`config.mk`:
```
export PLATFORM = sky130hd
export DESIGN_NAME = touch_gesture_recognizer_core
export DESIGN_NICKNAME = d
export VERILOG_FILES = /design/src/rtl/tgr_pkg.sv /design/src/rtl/tgr_muldiv.sv /design/src/rtl/touch_gesture_recognizer_core.sv
export SDC_FILE = /design/constraint.sdc
export NUM_CORES = 1
export LEC_CHECK = 0
export ABC_CLOCK_PERIOD_IN_PS = 8600
export BUFFER_PORTS_ARGS = -buffer_cell sky130_fd_sc_hd__buf_2
export CAP_MARGIN = 40
export CORE_ASPECT_RATIO = 1.4
export CORE_MARGIN = 4
export CORE_UTILIZATION = 55
export CTS_CLUSTER_SIZE = 8
export DETAILED_ROUTE_END_ITERATION = 12
export GPL_TIMING_DRIVEN = 0
export HOLD_SLACK_MARGIN = 0.05
export PLACE_DENSITY = 0.73
export SETUP_SLACK_MARGIN = 0.15
export SKIP_LAST_GASP = 1
export SLEW_MARGIN = 5
export SYNTH_ARGS = -nofsm -noshare
export SYNTH_HDL_FRONTEND = slang
export SYNTH_SLANG_ARGS = --single-unit
```
`constraint.sdc`:
```
create_clock -name clock -period 8.6 [get_ports clock]
set_clock_uncertainty 0.15 [all_clocks]
set_input_delay 1.29 -clock clock [delete_from_list [all_inputs] [get_ports clock]]
set_output_delay 1.29 -clock clock [all_outputs]
set_load 0.03 [all_outputs]
```
`src/rtl/tgr_pkg.sv`:
```
// ----------------------------------------------------------------------------
// tgr_pkg
// Shared types and constants of the touch gesture recognizer.
// ----------------------------------------------------------------------------
`default_nettype none

package tgr_pkg;

   // Event kinds carried on the result channel's tuser.
   localparam logic [2:0] EV_PRESS      = 3'd0;
   localparam logic [2:0] EV_DRAG       = 3'd1;
   localparam logic [2:0] EV_TAP        = 3'd2;
   localparam logic [2:0] EV_DOUBLE_TAP = 3'd3;
   localparam logic [2:0] EV_RELEASE    = 3'd4;

   // Configuration register indexes.
   localparam logic [2:0] REG_PRESSURE_THRESHOLD = 3'd0;
   localparam logic [2:0] REG_X_OFFSET           = 3'd1;
   localparam logic [2:0] REG_X_SPAN             = 3'd2;
   localparam logic [2:0] REG_Y_OFFSET           = 3'd3;
   localparam logic [2:0] REG_Y_SPAN             = 3'd4;
   localparam logic [2:0] REG_DEBOUNCE_MS        = 3'd5;
   localparam logic [2:0] REG_TAP_MS             = 3'd6;
   localparam logic [2:0] REG_DOUBLE_TAP_MS      = 3'd7;

   // Register reset values.
   localparam logic [9:0]  RST_PRESSURE_THRESHOLD = 10'd512;
   localparam logic [9:0]  RST_X_OFFSET           = 10'd256;
   localparam logic [9:0]  RST_X_SPAN             = 10'd552;
   localparam logic [9:0]  RST_Y_OFFSET           = 10'd240;
   localparam logic [9:0]  RST_Y_SPAN             = 10'd570;
   localparam logic [9:0]  RST_DEBOUNCE_MS        = 10'd20;
   localparam logic [15:0] RST_TAP_MS             = 16'd300;
   localparam logic [15:0] RST_DOUBLE_TAP_MS      = 16'd600;

   // Cell code meaning that no cell has been seen, and the far-away stamp.
   localparam logic [7:0]  NO_CELL   = 8'hFF;
   localparam logic [31:0] FAR_STAMP = 32'h7FFF_FFFF;

   // Status returned by the serial multiply-divide unit.
   typedef struct packed {
      logic done;
      logic sat;
   } tgr_div_status_type;

endpackage

`default_nettype wire

```
`src/rtl/tgr_muldiv.sv`:
```
// ----------------------------------------------------------------------------
// tgr_muldiv
// Bit-serial unit computing (a * b) / d with a saturation flag for quotients
// that do not fit in QW bits.
// ----------------------------------------------------------------------------
`default_nettype none

module tgr_muldiv #(
   parameter int NW = 10,
   parameter int QW = 10
) (
   input  wire logic                        clock,
   input  wire logic                        reset,
   input  wire logic                        start,
   input  wire logic [NW-1:0]               a,
   input  wire logic [QW-1:0]               b,
   input  wire logic [NW-1:0]               d,
   output tgr_pkg::tgr_div_status_type      status,
   output logic      [QW-1:0]               q
);
   import tgr_pkg::*;

   localparam int PW = NW + QW;
   localparam int CW = $clog2(QW);

   localparam logic [1:0] P_IDLE = 2'd0;
   localparam logic [1:0] P_MUL  = 2'd1;
   localparam logic [1:0] P_CHK  = 2'd2;
   localparam logic [1:0] P_DIV  = 2'd3;

   logic [1:0]    phase_ff, phase_in;
   logic [CW-1:0] cnt_ff, cnt_in;
   logic [NW-1:0] a_ff, a_in;
   logic [QW-1:0] b_ff, b_in;
   logic [NW-1:0] d_ff, d_in;
   logic [PW-1:0] acc_ff, acc_in;
   logic [NW-1:0] r_ff, r_in;
   logic [QW-1:0] q_ff, q_in;
   logic          done_ff, done_in;
   logic          sat_ff, sat_in;

   logic [NW:0]   trial;
   logic [NW:0]   trial_diff;
   logic          trial_ge;
   logic [NW-1:0] hi;

   assign hi         = acc_ff[PW-1:QW];
   assign trial      = {r_ff, acc_ff[QW-1]};
   assign trial_diff = trial - {1'b0, d_ff};
   assign trial_ge   = trial >= {1'b0, d_ff};

   always_comb begin
      phase_in = phase_ff;
      cnt_in   = cnt_ff;
      a_in     = a_ff;
      b_in     = b_ff;
      d_in     = d_ff;
      acc_in   = acc_ff;
      r_in     = r_ff;
      q_in     = q_ff;
      done_in  = 1'b0;
      sat_in   = sat_ff;
      unique case (phase_ff)
         P_IDLE: begin
            if (start) begin
               a_in     = a;
               b_in     = b;
               d_in     = d;
               acc_in   = '0;
               cnt_in   = CW'(QW - 1);
               sat_in   = 1'b0;
               phase_in = P_MUL;
            end
         end
         P_MUL: begin
            // Shift-add, multiplier bits taken most significant first.
            acc_in = {acc_ff[PW-2:0], 1'b0} + (b_ff[QW-1] ? PW'(a_ff) : '0);
            b_in   = {b_ff[QW-2:0], 1'b0};
            if (cnt_ff == '0) begin
               phase_in = P_CHK;
            end else begin
               cnt_in = cnt_ff - 1'b1;
            end
         end
         P_CHK: begin
            // The quotient needs more than QW bits exactly when the upper
            // part of the product already reaches the divisor.
            if (hi >= d_ff) begin
               sat_in   = 1'b1;
               q_in     = '1;
               done_in  = 1'b1;
               phase_in = P_IDLE;
            end else begin
               r_in     = hi;
               cnt_in   = CW'(QW - 1);
               phase_in = P_DIV;
            end
         end
         P_DIV: begin
            r_in   = trial_ge ? trial_diff[NW-1:0] : trial[NW-1:0];
            q_in   = {q_ff[QW-2:0], trial_ge};
            acc_in = {acc_ff[PW-2:0], 1'b0};
            if (cnt_ff == '0) begin
               done_in  = 1'b1;
               phase_in = P_IDLE;
            end else begin
               cnt_in = cnt_ff - 1'b1;
            end
         end
         default: begin
            phase_in = P_IDLE;
         end
      endcase
   end

   always_ff @(posedge clock) begin
      if (reset) begin
         phase_ff <= P_IDLE;
         done_ff  <= 1'b0;
         sat_ff   <= 1'b0;
      end else begin
         phase_ff <= phase_in;
         done_ff  <= done_in;
         sat_ff   <= sat_in;
      end
      cnt_ff <= cnt_in;
      a_ff   <= a_in;
      b_ff   <= b_in;
      d_ff   <= d_in;
      acc_ff <= acc_in;
      r_ff   <= r_in;
      q_ff   <= q_in;
   end

   assign status.done = done_ff;
   assign status.sat  = sat_ff;
   assign q           = q_ff;

endmodule

`default_nettype wire

```
`src/rtl/touch_gesture_recognizer_core.sv`:
```
// ----------------------------------------------------------------------------
// touch_gesture_recognizer_core
// Turns touch panel scans into press, drag, tap, double tap and release events.
// ----------------------------------------------------------------------------
// Usage:
// Each beat on the req_ channel is one panel scan (time stamp, pressure and raw
// x/y readings). Each scan produces zero, one or two beats on the rsp_ channel;
// rsp_tlast marks the final beat of a scan and rsp_tuser holds the event kind.
// Configuration registers are written through csr_we/csr_index/csr_wdata while
// the block is idle and take effect for the next scan.
// The block works on one scan at a time. A touched scan runs four operations
// (x, y, column, row) through one shared bit-serial multiply-divide unit, QW
// being the bit width of SCALE_MAX. Results leave through a single output
// register, so a new scan is accepted while the last beat still waits; when
// the receiver stalls the block holds in front of the register until it
// drains. Reset restores the register defaults, clears the touch state and
// empties the output register; no clearing pass.
// ----------------------------------------------------------------------------
`default_nettype none

module touch_gesture_recognizer_core #(
   parameter int SCALE_MAX = 1023,
   parameter int COLUMNS   = 10,
   parameter int ROWS      = 8
) (
   input  wire logic        clock,
   input  wire logic        reset,
   // Scan channel.
   input  wire logic        req_tvalid,
   output logic             req_tready,
   input  wire logic [63:0] req_tdata,   // now_ms[31:0], pressure, raw_x, raw_y, zero pad
   // Event channel.
   output logic             rsp_tvalid,
   input  wire logic        rsp_tready,
   output logic [31:0]      rsp_tdata,   // pos_x, pos_y, grid_column, grid_row, zero pad
   output logic [2:0]       rsp_tuser,   // event_kind
   output logic             rsp_tlast,   // last_of_run
   // Configuration write port.
   input  wire logic        csr_we,
   input  wire logic [2:0]  csr_index,
   input  wire logic [15:0] csr_wdata
);
   import tgr_pkg::*;

   // Width of a calibrated value and of the numerator and divisor of the unit.
   localparam int QW = $clog2(SCALE_MAX + 1);
   localparam int NW = (QW > 10) ? QW : 10;
   localparam int YW = NW + 2;

   localparam logic [QW-1:0] SM_Q    = QW'(SCALE_MAX);
   localparam logic [NW-1:0] SM_N    = NW'(SCALE_MAX);
   localparam logic [QW-1:0] COL_MAX = QW'(COLUMNS - 1);
   localparam logic [QW-1:0] ROW_MAX = QW'(ROWS - 1);

   localparam logic [3:0] S_IDLE       = 4'd0;
   localparam logic [3:0] S_CHECK      = 4'd1;
   localparam logic [3:0] S_OP_START   = 4'd2;
   localparam logic [3:0] S_OP_WAIT    = 4'd3;
   localparam logic [3:0] S_TOUCH_EMIT = 4'd4;
   localparam logic [3:0] S_REL_DBL    = 4'd5;
   localparam logic [3:0] S_REL_TAP    = 4'd6;
   localparam logic [3:0] S_REL_GEST   = 4'd7;
   localparam logic [3:0] S_REL_EMIT   = 4'd8;

   localparam logic [1:0] OP_X   = 2'd0;
   localparam logic [1:0] OP_Y   = 2'd1;
   localparam logic [1:0] OP_COL = 2'd2;
   localparam logic [1:0] OP_ROW = 2'd3;

   // Configuration registers.
   logic [9:0]  thr_ff, x_offset_ff, x_span_ff, y_offset_ff, y_span_ff, debounce_ff;
   logic [15:0] tap_ms_ff, double_tap_ms_ff;

   // Control and scan registers.
   logic [3:0]  state_ff, state_in;
   logic [1:0]  op_ff;
   logic [31:0] now_ff;
   logic [9:0]  pressure_ff, raw_x_ff, raw_y_ff;
   logic [QW-1:0] x_ff, y_ff;
   logic [3:0]  col_ff, row_ff;
   logic        dbl_ff, tap_ff;

   // Gesture state.
   logic        is_touched_ff;
   logic [7:0]  press_cell_ff, latest_cell_ff;
   logic [9:0]  latest_x_ff, latest_y_ff;
   logic [31:0] press_stamp_ff, tap_stamp_ff, release_stamp_ff;

   // Output register.
   logic        rsp_valid_ff;
   logic [31:0] rsp_data_ff;
   logic [2:0]  rsp_kind_ff;
   logic        rsp_last_ff;

   // Config writes land directly; user writes only while the block is idle; unchecked.
   always_ff @(posedge clock) begin
      if (reset) begin
         thr_ff           <= RST_PRESSURE_THRESHOLD;
         x_offset_ff      <= RST_X_OFFSET;
         x_span_ff        <= RST_X_SPAN;
         y_offset_ff      <= RST_Y_OFFSET;
         y_span_ff        <= RST_Y_SPAN;
         debounce_ff      <= RST_DEBOUNCE_MS;
         tap_ms_ff        <= RST_TAP_MS;
         double_tap_ms_ff <= RST_DOUBLE_TAP_MS;
      end else if (csr_we) begin
         unique case (csr_index)
            REG_PRESSURE_THRESHOLD: thr_ff           <= csr_wdata[9:0];
            REG_X_OFFSET:           x_offset_ff      <= csr_wdata[9:0];
            REG_X_SPAN:             x_span_ff        <= csr_wdata[9:0];
            REG_Y_OFFSET:           y_offset_ff      <= csr_wdata[9:0];
            REG_Y_SPAN:             y_span_ff        <= csr_wdata[9:0];
            REG_DEBOUNCE_MS:        debounce_ff      <= csr_wdata[9:0];
            REG_TAP_MS:             tap_ms_ff        <= csr_wdata;
            REG_DOUBLE_TAP_MS:      double_tap_ms_ff <= csr_wdata;
            default: begin
            end
         endcase
      end
   end

   // A scan counts as touched when the pressure reading is below threshold.
   logic touched_scan;
   assign touched_scan = pressure_ff < thr_ff;

   // One shared 32-bit time comparator: (now - stamp) < limit, modulo 2^32.
   // The stamp and limit change with the state that asks the question.
   logic [31:0] stamp_sel, limit_sel, elapsed;
   logic        in_window;

   always_comb begin
      case (state_ff)
         S_CHECK: begin
            stamp_sel = touched_scan ? release_stamp_ff : press_stamp_ff;
            limit_sel = 32'(debounce_ff);
         end
         S_REL_DBL: begin
            stamp_sel = tap_stamp_ff;
            limit_sel = 32'(double_tap_ms_ff);
         end
         default: begin
            stamp_sel = press_stamp_ff;
            limit_sel = 32'(tap_ms_ff);
         end
      endcase
   end

   assign elapsed   = now_ff - stamp_sel;
   assign in_window = elapsed < limit_sel;

   // Operands for the multiply-divide unit. A numerator that is zero or
   // negative is fed as zero so the quotient comes out zero; a zero span acts
   // as one.
   logic [10:0]   numer_x;
   logic [YW-1:0] numer_y;
   logic [NW-1:0] op_a, op_d;
   logic [QW-1:0] op_b;

   assign numer_x = {1'b0, raw_x_ff} - {1'b0, x_offset_ff};
   assign numer_y = {2'b00, SM_N} - YW'(raw_y_ff) - YW'(y_offset_ff);

   always_comb begin
      unique case (op_ff)
         OP_X: begin
            op_a = numer_x[10] ? '0 : NW'(numer_x[9:0]);
            op_b = SM_Q;
            op_d = NW'((x_span_ff == 10'd0) ? 10'd1 : x_span_ff);
         end
         OP_Y: begin
            op_a = numer_y[YW-1] ? '0 : numer_y[NW-1:0];
            op_b = SM_Q;
            op_d = NW'((y_span_ff == 10'd0) ? 10'd1 : y_span_ff);
         end
         OP_COL: begin
            op_a = NW'(x_ff);
            op_b = QW'(COLUMNS);
            op_d = SM_N;
         end
         default: begin
            op_a = NW'(y_ff);
            op_b = QW'(ROWS);
            op_d = SM_N;
         end
      endcase
   end

   tgr_div_status_type div_stat;
   logic [QW-1:0]      div_q;
   logic               div_start;

   assign div_start = state_ff == S_OP_START;

   tgr_muldiv #(
      .NW (NW),
      .QW (QW)
   ) u_muldiv (
      .clock  (clock),
      .reset  (reset),
      .start  (div_start),
      .a      (op_a),
      .b      (op_b),
      .d      (op_d),
      .status (div_stat),
      .q      (div_q)
   );

   // Clamp the quotient: calibration saturates at SCALE_MAX, the grid index at
   // the last column or row.
   logic [QW-1:0] cal_val, col_val, row_val;
   assign cal_val = (div_stat.sat || div_q > SM_Q) ? SM_Q : div_q;
   assign col_val = (div_q > COL_MAX) ? COL_MAX : div_q;
   assign row_val = (div_q > ROW_MAX) ? ROW_MAX : div_q;

   // The output register can take a beat when it is empty or being drained.
   logic out_free;
   assign out_free = !rsp_valid_ff || rsp_tready;

   logic [7:0] new_cell, latest_col_row;
   logic       same_cell;
   assign new_cell  = {row_ff, col_ff};
   assign same_cell = latest_cell_ff == press_cell_ff;
   assign latest_col_row = latest_cell_ff;

   // Sequencer next state.
   always_comb begin
      state_in = state_ff;
      unique case (state_ff)
         S_IDLE: begin
            if (req_tvalid) begin
               state_in = S_CHECK;
            end
         end
         S_CHECK: begin
            if (touched_scan) begin
               state_in = in_window ? S_IDLE : S_OP_START;
            end else begin
               state_in = (!is_touched_ff || in_window) ? S_IDLE : S_REL_DBL;
            end
         end
         S_OP_START: begin
            state_in = S_OP_WAIT;
         end
         S_OP_WAIT: begin
            if (div_stat.done) begin
               state_in = (op_ff == OP_ROW) ? S_TOUCH_EMIT : S_OP_START;
            end
         end
         S_TOUCH_EMIT: begin
            if (out_free) begin
               state_in = S_IDLE;
            end
         end
         S_REL_DBL: begin
            state_in = S_REL_TAP;
         end
         S_REL_TAP: begin
            state_in = S_REL_GEST;
         end
         S_REL_GEST: begin
            if (!(dbl_ff || tap_ff) || out_free) begin
               state_in = S_REL_EMIT;
            end
         end
         S_REL_EMIT: begin
            if (out_free) begin
               state_in = S_IDLE;
            end
         end
         default: begin
            state_in = S_IDLE;
         end
      endcase
   end

   logic load_out;
   assign load_out = out_free &&
                     ((state_ff == S_TOUCH_EMIT) || (state_ff == S_REL_EMIT) ||
                      ((state_ff == S_REL_GEST) && (dbl_ff || tap_ff)));

   always_ff @(posedge clock) begin
      if (reset) begin
         state_ff         <= S_IDLE;
         op_ff            <= OP_X;
         is_touched_ff    <= 1'b0;
         press_cell_ff    <= NO_CELL;
         latest_cell_ff   <= NO_CELL;
         latest_x_ff      <= '0;
         latest_y_ff      <= '0;
         press_stamp_ff   <= FAR_STAMP;
         tap_stamp_ff     <= FAR_STAMP;
         release_stamp_ff <= FAR_STAMP;
         rsp_valid_ff     <= 1'b0;
      end else begin
         state_ff <= state_in;

         if (load_out) begin
            rsp_valid_ff <= 1'b1;
         end else if (rsp_tready) begin
            rsp_valid_ff <= 1'b0;
         end

         case (state_ff)
            S_CHECK: begin
               op_ff <= OP_X;
            end
            S_OP_WAIT: begin
               if (div_stat.done) begin
                  op_ff <= op_ff + 2'd1;
               end
            end
            S_TOUCH_EMIT: begin
               if (out_free) begin
                  latest_x_ff    <= 10'(x_ff);
                  latest_y_ff    <= 10'(y_ff);
                  latest_cell_ff <= new_cell;
                  if (!is_touched_ff) begin
                     // First touched scan: this is a press.
                     is_touched_ff  <= 1'b1;
                     press_cell_ff  <= new_cell;
                     press_stamp_ff <= now_ff;
                     if (new_cell != press_cell_ff) begin
                        tap_stamp_ff <= FAR_STAMP;
                     end
                  end
               end
            end
            S_REL_GEST: begin
               if (out_free && (dbl_ff || tap_ff)) begin
                  tap_stamp_ff <= dbl_ff ? FAR_STAMP : now_ff;
               end
            end
            S_REL_EMIT: begin
               if (out_free) begin
                  release_stamp_ff <= now_ff;
                  is_touched_ff    <= 1'b0;
               end
            end
            default: begin
            end
         endcase
      end
   end

   // Payload registers.
   always_ff @(posedge clock) begin
      if (req_tvalid && req_tready) begin
         now_ff      <= req_tdata[31:0];
         pressure_ff <= req_tdata[41:32];
         raw_x_ff    <= req_tdata[51:42];
         raw_y_ff    <= req_tdata[61:52];
      end

      if (state_ff == S_OP_WAIT && div_stat.done) begin
         case (op_ff)
            OP_X:    x_ff   <= cal_val;
            OP_Y:    y_ff   <= cal_val;
            OP_COL:  col_ff <= col_val[3:0];
            default: row_ff <= row_val[3:0];
         endcase
      end

      // A double tap takes priority over a plain tap.
      if (state_ff == S_REL_DBL) begin
         dbl_ff <= in_window && same_cell;
      end
      if (state_ff == S_REL_TAP) begin
         tap_ff <= in_window && same_cell && !dbl_ff;
      end

      if (load_out) begin
         case (state_ff)
            S_TOUCH_EMIT: begin
               rsp_kind_ff <= is_touched_ff ? EV_DRAG : EV_PRESS;
               rsp_data_ff <= {5'd0, row_ff[2:0], col_ff, 10'(y_ff), 10'(x_ff)};
               rsp_last_ff <= 1'b1;
            end
            S_REL_GEST: begin
               rsp_kind_ff <= dbl_ff ? EV_DOUBLE_TAP : EV_TAP;
               rsp_data_ff <= {5'd0, latest_col_row[6:4], latest_col_row[3:0],
                               latest_y_ff, latest_x_ff};
               rsp_last_ff <= 1'b0;
            end
            default: begin
               rsp_kind_ff <= EV_RELEASE;
               rsp_data_ff <= '0;
               rsp_last_ff <= 1'b1;
            end
         endcase
      end
   end

   assign req_tready = state_ff == S_IDLE;
   assign rsp_tvalid = rsp_valid_ff;
   assign rsp_tdata  = rsp_data_ff;
   assign rsp_tuser  = rsp_kind_ff;
   assign rsp_tlast  = rsp_last_ff;

   // A release beat carries no position and always closes its scan.
   a_release_beat: assert property (@(posedge clock) disable iff (reset)
      rsp_tvalid && rsp_tuser == EV_RELEASE |-> rsp_tdata == '0 && rsp_tlast)
      else $error("release beat with position or without tlast");

   // Tap and double tap beats never carry tlast: a release beat of the same scan follows.
   a_gesture_not_last: assert property (@(posedge clock) disable iff (reset)
      rsp_tvalid && (rsp_tuser == EV_TAP || rsp_tuser == EV_DOUBLE_TAP) |-> !rsp_tlast)
      else $error("tap beat marked as last of scan");

   // The divider only reports completion while the sequencer waits for it.
   a_div_done_wait: assert property (@(posedge clock) disable iff (reset)
      div_stat.done |-> state_ff == S_OP_WAIT)
      else $error("divider finished outside of its wait state");

   // The touch flag is only set while a press beat goes out.
   a_touch_rise: assert property (@(posedge clock) disable iff (reset)
      $rose(is_touched_ff) |-> $past(state_ff) == S_TOUCH_EMIT && rsp_tvalid &&
                               rsp_tuser == EV_PRESS)
      else $error("touch state set without a press beat");

endmodule

`default_nettype wire
```
* Word-level counts from Yosys, hierarchy flattened *
Cells that the tools add are included.
W data, S select, Z words.

cells by class
  $add $sub $neg = 8
  $mul = 0
  div/mod/pow operators = 0
  magnitude comparators = 7
  equality and inequality tests = 38
  shifts and indexed selects = 0
  muxes and demuxes = 63
  bitwise logic cells = 2
  reductions and logical operators = 64

operators with widths
  operator              count
  $mux W32              6
  $pmux W32 S2          2
  $mux W10              10
  $pmux W10 S2          5
  $pmux W20 S3          1
  $pmux W27 S2          1
  $reduce_and A2 Y1     20
  $lt A32 B32 Y1        1
  $pmux W16 S2          1
  $pmux W4 S8           1
  $sub A32 B32 Y32      1
  $pmux W10 S3          1
  $mux W4               7
  $add A20 B20 Y20      1
  $logic_not A10 Y1     2
  $mux W20              1
  $eq A4 B3 Y1 const B  4
  $ne A2 B2 Y1 const B  8
  $reduce_and A3 Y1     5
  $ne A2 B1 Y1 const B  7
  $reduce_bool A2 Y1    7
  $eq A3 B3 Y1 const B  4
  $mux W2               6
  $pmux W4 S3           1
  other kinds (39)      79

storage, ports and cells
  flip-flop bits (word level) = 438
  bits in latches = 0
  memory bits (writable) = 0
  ROM bits = 0
  output and inout bits = 38
  memories = 0

* Longest topological paths before layout *
Gate-level depths: netlist of the first run.

  depth in word-level cells = 9
  depth in mapped cells = 28
  gate-level depth less buffers = 27

* Modules after synthesis *
From an unflattened synthesis of the first run, not the netlist that was laid out.

unflattened totals
  cell total of the unflattened synthesis = 2,315
  area total of the unflattened synthesis = 22,262.6 sq um

modules (own cells, without submodules)
  module                         instances  cells an instance  area an instance (sq um)  sequential area each (sq um)
  touch_gesture_recognizer_core  1          1,932              17,809.6                  8,338.0
  tgr_muldiv                     1          383                4,453.0                   2,302.2

* Worst setup path after synthesis of the first run *
No wires, ideal clock.

  kind = register -> register
  from = register thr_ff[1]
  to = register state_ff[0]
  data arrival time = 5,685 ps
  path slack = 2,644 ps
  cell stages (with the launch flop) = 28
  path buffers = 1
  clock period less this slack = 5,956 ps
  cell sequence = dfxtp_1 inv_1 ha_1 a2111oi_0 or3_1 nand3_1 nor4_1 clkbuf_1 a22oi_1 o21ai_0 ha_1 inv_1 fa_1 a211oi_1 nor3_1 nor2_1 o21ai_0 xor2_1 ha_1 a21o_1 a21oi_1 o2111ai_1 o2bb2ai_1 a2111o_1 nor4_2 nand4_2 a221oi_1 nor2_1

between the ends
  word-level cells in the longest chain between the ends = 9

RTL lines
  element                   line                                  text
  start: declaration        touch_gesture_recognizer_core.sv:71   logic [9:0] thr_ff, x_offset_ff, x_span_ff, y_offset_ff, y_span_ff, debounce_ff;
  start signal: assignment  touch_gesture_recognizer_core.sv:108  REG_PRESSURE_THRESHOLD: thr_ff <= csr_wdata[9:0];
  $lt A10 B10 Y1 (*)        touch_gesture_recognizer_core.sv:124  assign touched_scan = pressure_ff < thr_ff;
  $mux W32                  touch_gesture_recognizer_core.sv:134  stamp_sel = touched_scan ? release_stamp_ff : press_stamp_ff;
  $pmux W32 S2              touch_gesture_recognizer_core.sv:132  case (state_ff)
  $sub A32 B32 Y32          touch_gesture_recognizer_core.sv:148  assign elapsed = now_ff - stamp_sel;
  $lt A32 B32 Y1            touch_gesture_recognizer_core.sv:149  assign in_window = elapsed < limit_sel;
  $logic_or A1 B1 Y1        touch_gesture_recognizer_core.sv:237  state_in = (!is_touched_ff || in_window) ? S_IDLE : S_REL_DBL;
  $mux W3                   touch_gesture_recognizer_core.sv:237
  $mux W3 (*)               touch_gesture_recognizer_core.sv:234  if (touched_scan) begin
  $pmux W4 S8 (*)           touch_gesture_recognizer_core.sv:227  unique case (state_ff)
  end signal: assignment    touch_gesture_recognizer_core.sv:294  state_ff <= state_in;
  end: declaration          touch_gesture_recognizer_core.sv:75   logic [3:0] state_ff, state_in;

Every way passes the cells marked *; elsewhere a longest branch is shown, timed or not.
A chain may end at the register's enable or synchronous reset.

* Worst setup path in the final report of the first run *
Same ends and word-level chain as after synthesis.

==> results of run 1 <==
[layer usage]
metal / GRT usage (%) / routed length, um / share of wire [%]
met4: 15.69 / 3807 / 6.3
met5: 0 / 0 / 0
met1: 29.78 / 22290 / 37
met3: 3.278 / 2883 / 4.7
met2: 51.12 / 31860 / 52
[per-stage QoR]
stage,hold slack (ns),power (uW),setup WS [ns]
floorplan,0.2829,5407,2.644
global placement,0.2913,6222,0.3841
detailed placement,0.2963,6349,1.294
CTS,0.3030,8551,1.281
global route,0.3156,9101,0.8171
finish,0.3003,8553,1.259
[layout make-up]
class,instances,area share (%)
repair buffers,111,2.417
clock inverters,4,0.2157
plain buffers,137,2.272
clock buffers,103,6.666
inverters,81,1.219
multi-input cells,1668,41.91
well taps,528,2.648
flip-flops and latches,433,42.65
[power by group through the flow]
stage	Sequential, uW	Clock [uW]	Combinational, uW
after floorplan	2730	0	2670
after global placement	2760	0	3460
after detailed placement	2750	0	3600
after CTS	2720	2200	3630
after global routing	2740	2290	4070
final	2720	2170	3660
[worst register-to-register path, delay by kind of cell (launching register included)]
kind | cells | cell delay (ns)
xor+xnor | 1 | 0.18
simple gates | 8 | 1.78
fa+ha+maj | 4 | 1.30
flops | 1 | 0.32
compound gates | 11 | 2.86
buf+inv | 3 | 0.64
[final timing paths]
path	start	end	slack [ns]
worst min register to register	double_tap_ms_ff[0]	double_tap_ms_ff[0]	0.30
worst min-delay path	double_tap_ms_ff[0]	double_tap_ms_ff[0]	0.30
worst max register to register	thr_ff[1]	state_ff[0]	1.26
worst max-delay path	thr_ff[1]	state_ff[0]	1.26
[registers in the layout, summed over array words and instances (netlist names), 16 cells and up]
name              count
double_tap_ms_ff     16
tap_stamp_ff         32
tap_ms_ff            16
now_ff               32
press_stamp_ff       32
u_muldiv.acc_ff      20
release_stamp_ff     32
rsp_tdata            27
[cells in the final DEF (no fill, tap or decap), types with 60 or more instances in the layout]
cell type / n
a21oi_1: 217
buf_2: 111
clkbuf_1: 150
clkbuf_16: 60
dfxtp_1: 236
edfxtp_1: 197
ha_1: 110
inv_1: 80
nand2_1: 366
nand3b_1: 92
nor2_1: 130
nor2b_1: 73
o21ai_0: 90
[logic make-up (layout without fill, tap and decap cells)]
family | count (synthesis) | count (layout)
AOI/OAI and AO/OA | 578 | 578
xor gates and xnor gates | 74 | 74
adders and majority gates | 115 | 115
buffers and inverters | 218 | 436
DFF | 433 | 433
muxes | 24 | 24
other | 1 | 6
and+or+nand+nor | 871 | 871
==> results.toml, run 1 <==
[run_status]
status = "completed"

[cts]
clock-sinks = 433
ctsResizeCount = 0
holdBufCountCts = 0
numCtsBuffers = 60
cts_setup_buffers = 0
cts-root-buf = "clkbuf_16"
clk_latency_ns = 0.61
clk_pin_slew_ns = 0.06
htree_levels = 2
cts_buffer_depth = 3
cts_tree = "built"

[floorplan]
boundaryPins = 126
start_util_pct = 55.67
dieArea_mm2 = 0.04317
die_w_um = 176.7
die_h_um = 244.2
placementRows = 86
fp.coreArea_mm2 = 0.03938

[global_route]
grt_pass1_wl_mm = 95.15
grt_pass1_vias = 18480
grt_max_degree = 49
overflow = 0
antenna_found_initial = 0
grt_use_total_pct = 27.49

[routing]
vias = 17980
remaining_drc_errors = 0
drt_pass1_iterations = 5
drt_iter0_drc = 1296
wire_per_inst_um = 19.85
drtAntennaViolNets = 0
wirelength_mm = 60.84
vias_per_cell = 5.865

[layout]
antenna_cells = 0
final_area_mm2 = 0.02495
final_cells = 3065
multi_input_area_mm2 = 0.01046
drive_above_1_share_pct = 9.499
final_net_count = 2695
final_util_pct = 63.34
regArea_mm2 = 0.01064
fillerInstances = 3350
syn_to_final_growth_pct = 13.78

[place]
placedCellCount = 2958
gp_congestion = 0.9195
dpl.hpwl_mm = 45.16
port-buffer-count = 105
placed_area_mm2 = 0.02323

[logic_synthesis]
ys_types = 78
ys_seq_elements = 433
synth_area_per_cell_um2 = 9.475
ys.flop_type = "dfxtp_1"
synthAdderAreaFrac_pct = 6.734
syn_area_mm2 = 0.02193
yosysMostFrequentCell = "nand2_1"
yosysTopAreaCellShare_pct = 26.98
synth-simple-area-share_pct = 19.56
synthMuxAreaShare_pct = 1.118
synth-xor-area-share_pct = 2.956
synthTopCellsByArea = "edfxtp_1, dfxtp_1, ha_1"
synth_top_family_by_area = "simple AND/OR/NAND/NOR gates"
synth_edf_count = 197
synthTopCellsByCount = "nand2_1, dfxtp_1, a21oi_1, edfxtp_1, nor2_1"
synth_top_cell_by_area = "edfxtp_1"
synth_cells = 2314
synth_compound_gate_area_share_pct = 17.12
synthArstFlopShare_pct = 0
yosysSeqAreaShare_pct = 48.53
ys_warn_count = 0

[worst_setup_path]
startpoint_type = "register"
critical_path_arrival_ns = 7.68
crit_slowest_cell = "a2111oi_0"
path_common_cell = "ha_1"
path_depth = 27
cp_top_family = "compound AO/OA/AOI/OAI gates"
cp-end-kind = "register"
critPathMaxStageDelay_ns = 0.55
rr_worst_depth = 27
crit_type = "reg2reg"
crit_buf_inv = 3
cp_max_fo = 10
required_ns = 8.94

[power_and_ir_drop]
swShare_pct = 38.67
pwr-share-seq_pct = 31.8
net-switching-power_uw = 3307
ir_drop_mv = 0.2023
clkPwrFrac_pct = 25.4
p_per_area_mw_per_mm2 = 342.8
p_comb_share_pct = 42.8
p_leak_uw = 0.009344
p_int_uw = 5246

[min_path]
min_path_type = "reg2reg"
hold_path_depth = 2

[sta]
finalCritPeriodShare_pct = 85.36
final_hold_viol_count = 0
relSlewSlack_pct = 38.79
setup_viol = 0
timing.final.max_slew_violations = 0
tns_ns = 0
fmax_ghz = 0.1362
rsz0062_at_grt = "false"
worstMarginPinSlew_ns = 0.9147
period_minus_slack_ns = 7.341

[run]
maxCapViolCount = 0
Power figures use the tool's default switching activity.
==> run 2, diff against run 1 <==
--- a/config.mk
+++ b/config.mk
@@ -8,7 +8,6 @@
 export ABC_CLOCK_PERIOD_IN_PS = 8600
 export BUFFER_PORTS_ARGS = -buffer_cell sky130_fd_sc_hd__buf_2
 export CAP_MARGIN = 40
-export CORE_ASPECT_RATIO = 1.4
 export CORE_MARGIN = 4
 export CORE_UTILIZATION = 55
 export CTS_CLUSTER_SIZE = 8
==> run 2 against run 1 <==
  * Total power up 0.24%
  * Combinational power about the same
  * Highest routed layer unchanged
  * Sequential cell count unchanged
  * Count of clock-buffer cells in the layout up 2
  * First-iteration DRC count up 0.54%
  * Sequential power about the same
  * Worst hold slack better by 0.0061 ns
  * Via count down 0.23%
  * Clock power about the same
==> results.toml, run 2 (synthesized netlist as in run 1, its figures left out) <==
[global_route]
antenna_found_initial = 0
grt_max_degree = 33
grt_use_total_pct = 26.78
grt_pass1_wl_mm = 94.48
grt_pass1_vias = 17830
overflow = 0

[layout]
drive_above_1_share_pct = 9.456
syn_to_final_growth_pct = 13.78
regArea_mm2 = 0.01064
final_cell_mix = "nand2_1, dfxtp_1, a21oi_1"
final_area_mm2 = 0.02495
final_util_pct = 63.96
multi_input_area_mm2 = 0.01045
fillerInstances = 3203
antenna_cells = 0
final_net_count = 2695
mostFrequentLayoutCell = "nand2_1"

[floorplan]
placementRows = 72
die_h_um = 207.7
start_util_pct = 56.21
die_w_um = 207.7
boundaryPins = 126
dieArea_mm2 = 0.04312
fp.coreArea_mm2 = 0.03901

[worst_setup_path]
critPathCapture = "tap_ff"
crit_slowest_cell = "a2111oi_0"
path_depth = 26
rr_worst_depth = 26
required_ns = 8.89
cp_top_family = "compound AO/OA/AOI/OAI gates"
critPathMaxStageDelay_ns = 0.53
cp-end-kind = "register"
rr_endpoint = "tap_ff"
critical_path_arrival_ns = 7.78
crit_buf_inv = 3
startpoint_type = "register"
ff2ff_setup_slack_ns = 1.11
r2r_start = "thr_ff[1]"
cp_max_fo = 10
path_common_cell = "ha_1"
crit_type = "reg2reg"
startpoint = "thr_ff[1]"

[routing]
vias = 17930
wire_per_inst_um = 19.53
vias_per_cell = 5.868
drtAntennaViolNets = 0
wirelength_mm = 59.67
remaining_drc_errors = 0
drt_iter0_drc = 1303
drt_pass1_iterations = 5

[sta]
relSlewSlack_pct = 40.55
period_minus_slack_ns = 7.487
timing.final.max_slew_violations = 0
finalCritPeriodShare_pct = 87.06
tns_ns = 0
worstMarginPinSlew_ns = 0.8897
setup_viol = 0
fmax_ghz = 0.1336
whs_ns = 0.3064
rsz0062_at_grt = "false"
final_hold_viol_count = 0

[place]
placed_area_mm2 = 0.02320
dpl.hpwl_mm = 44.31
port-buffer-count = 105
gp_congestion = 0.9346

[cts]
cts_buffer_depth = 3
numCtsBuffers = 60
ctsResizeCount = 0
clk_latency_ns = 0.62
holdBufCountCts = 0
cts-root-buf = "clkbuf_16"
clk_pin_slew_ns = 0.05
clock-sinks = 433
cts_setup_buffers = 0
htree_levels = 2
cts_tree = "built"

[min_path]
min_path_type = "reg2reg"
hold_path_depth = 2

[power_and_ir_drop]
p_per_area_mw_per_mm2 = 343.7
p_leak_uw = 0.009351
ir_drop_mv = 0.2274

[run]
maxCapViolCount = 0

[run_status]
status = "completed"
[run 2: changes by cell type in the layout (fill, tap and decap cells not counted)]
| cell | before | now |
|---|---|---|
| clkinv_4 | 1 | 0 |
| buf_16 | 1 | 0 |
| inv_6 | 1 | 0 |
| inv_4 | 0 | 1 |
| buf_12 | 0 | 1 |
| inv_16 | 1 | 0 |
| clkbuf_1 | 150 | 151 |
| nor4_1 | 11 | 12 |
| clkbuf_16 | 60 | 61 |
| nor4_2 | 2 | 1 |
| clkinv_16 | 0 | 1 |
[run 2: area by class of cell]
cell class	count	share of cell area [%]
plain buffers	137	2.272
clock inverters	3	0.2106
flip-flops and latches	433	42.65
well taps	518	2.598
clock buffers	105	6.781
inverters	81	1.219
multi-input cells	1668	41.88
repair buffers	111	2.387
[run 2: tightest hold or removal path: stages (launching register included)]
cell and delay, ns:
dfxtp_1 0.31, nand2_1 0.05, a21oi_1 0.05
[run 2: metal layers]
layer / up-vias / GRT usage, % / part of all wire (%)
li1: 8590 / - / -
met5: - / 0 / 0
met2: 596 / 46.71 / 50
met1: 8598 / 33.46 / 41
met4: 0 / 11.80 / 4.1
met3: 150 / 3.461 / 5.2
[run 2: worst min-delay path by stage]
stage                                   start                   to  slack (ns)
after floorplan           double_tap_ms_ff[0]  double_tap_ms_ff[0]        0.28
after global placement    double_tap_ms_ff[1]  double_tap_ms_ff[1]        0.29
after detailed placement       y_offset_ff[2]       y_offset_ff[2]        0.30
after CTS                      y_offset_ff[2]       y_offset_ff[2]        0.31
after global routing                thr_ff[5]            thr_ff[5]        0.32
final                          latest_x_ff[5]       latest_x_ff[5]        0.31
[run 2: per-stage QoR]
step / instances / setup slack (ns) / total power, uW
3_3_place_gp: 2942 / 0.8232 / 6223
5_1_grt: 3056 / 0.6553 / 9123
3_5_place_dp: 2948 / 1.248 / 6348
6_report: 3056 / 1.113 / 8573
2_1_floorplan: 2319 / 2.644 / 5407
4_1_cts: 3056 / 1.214 / 8558
[run 2: report_power, final]
group          internal [uW]  switching, uW
logic                   1420           2240
registers               2530            196
clock network           1310            875
total                   5260           3310
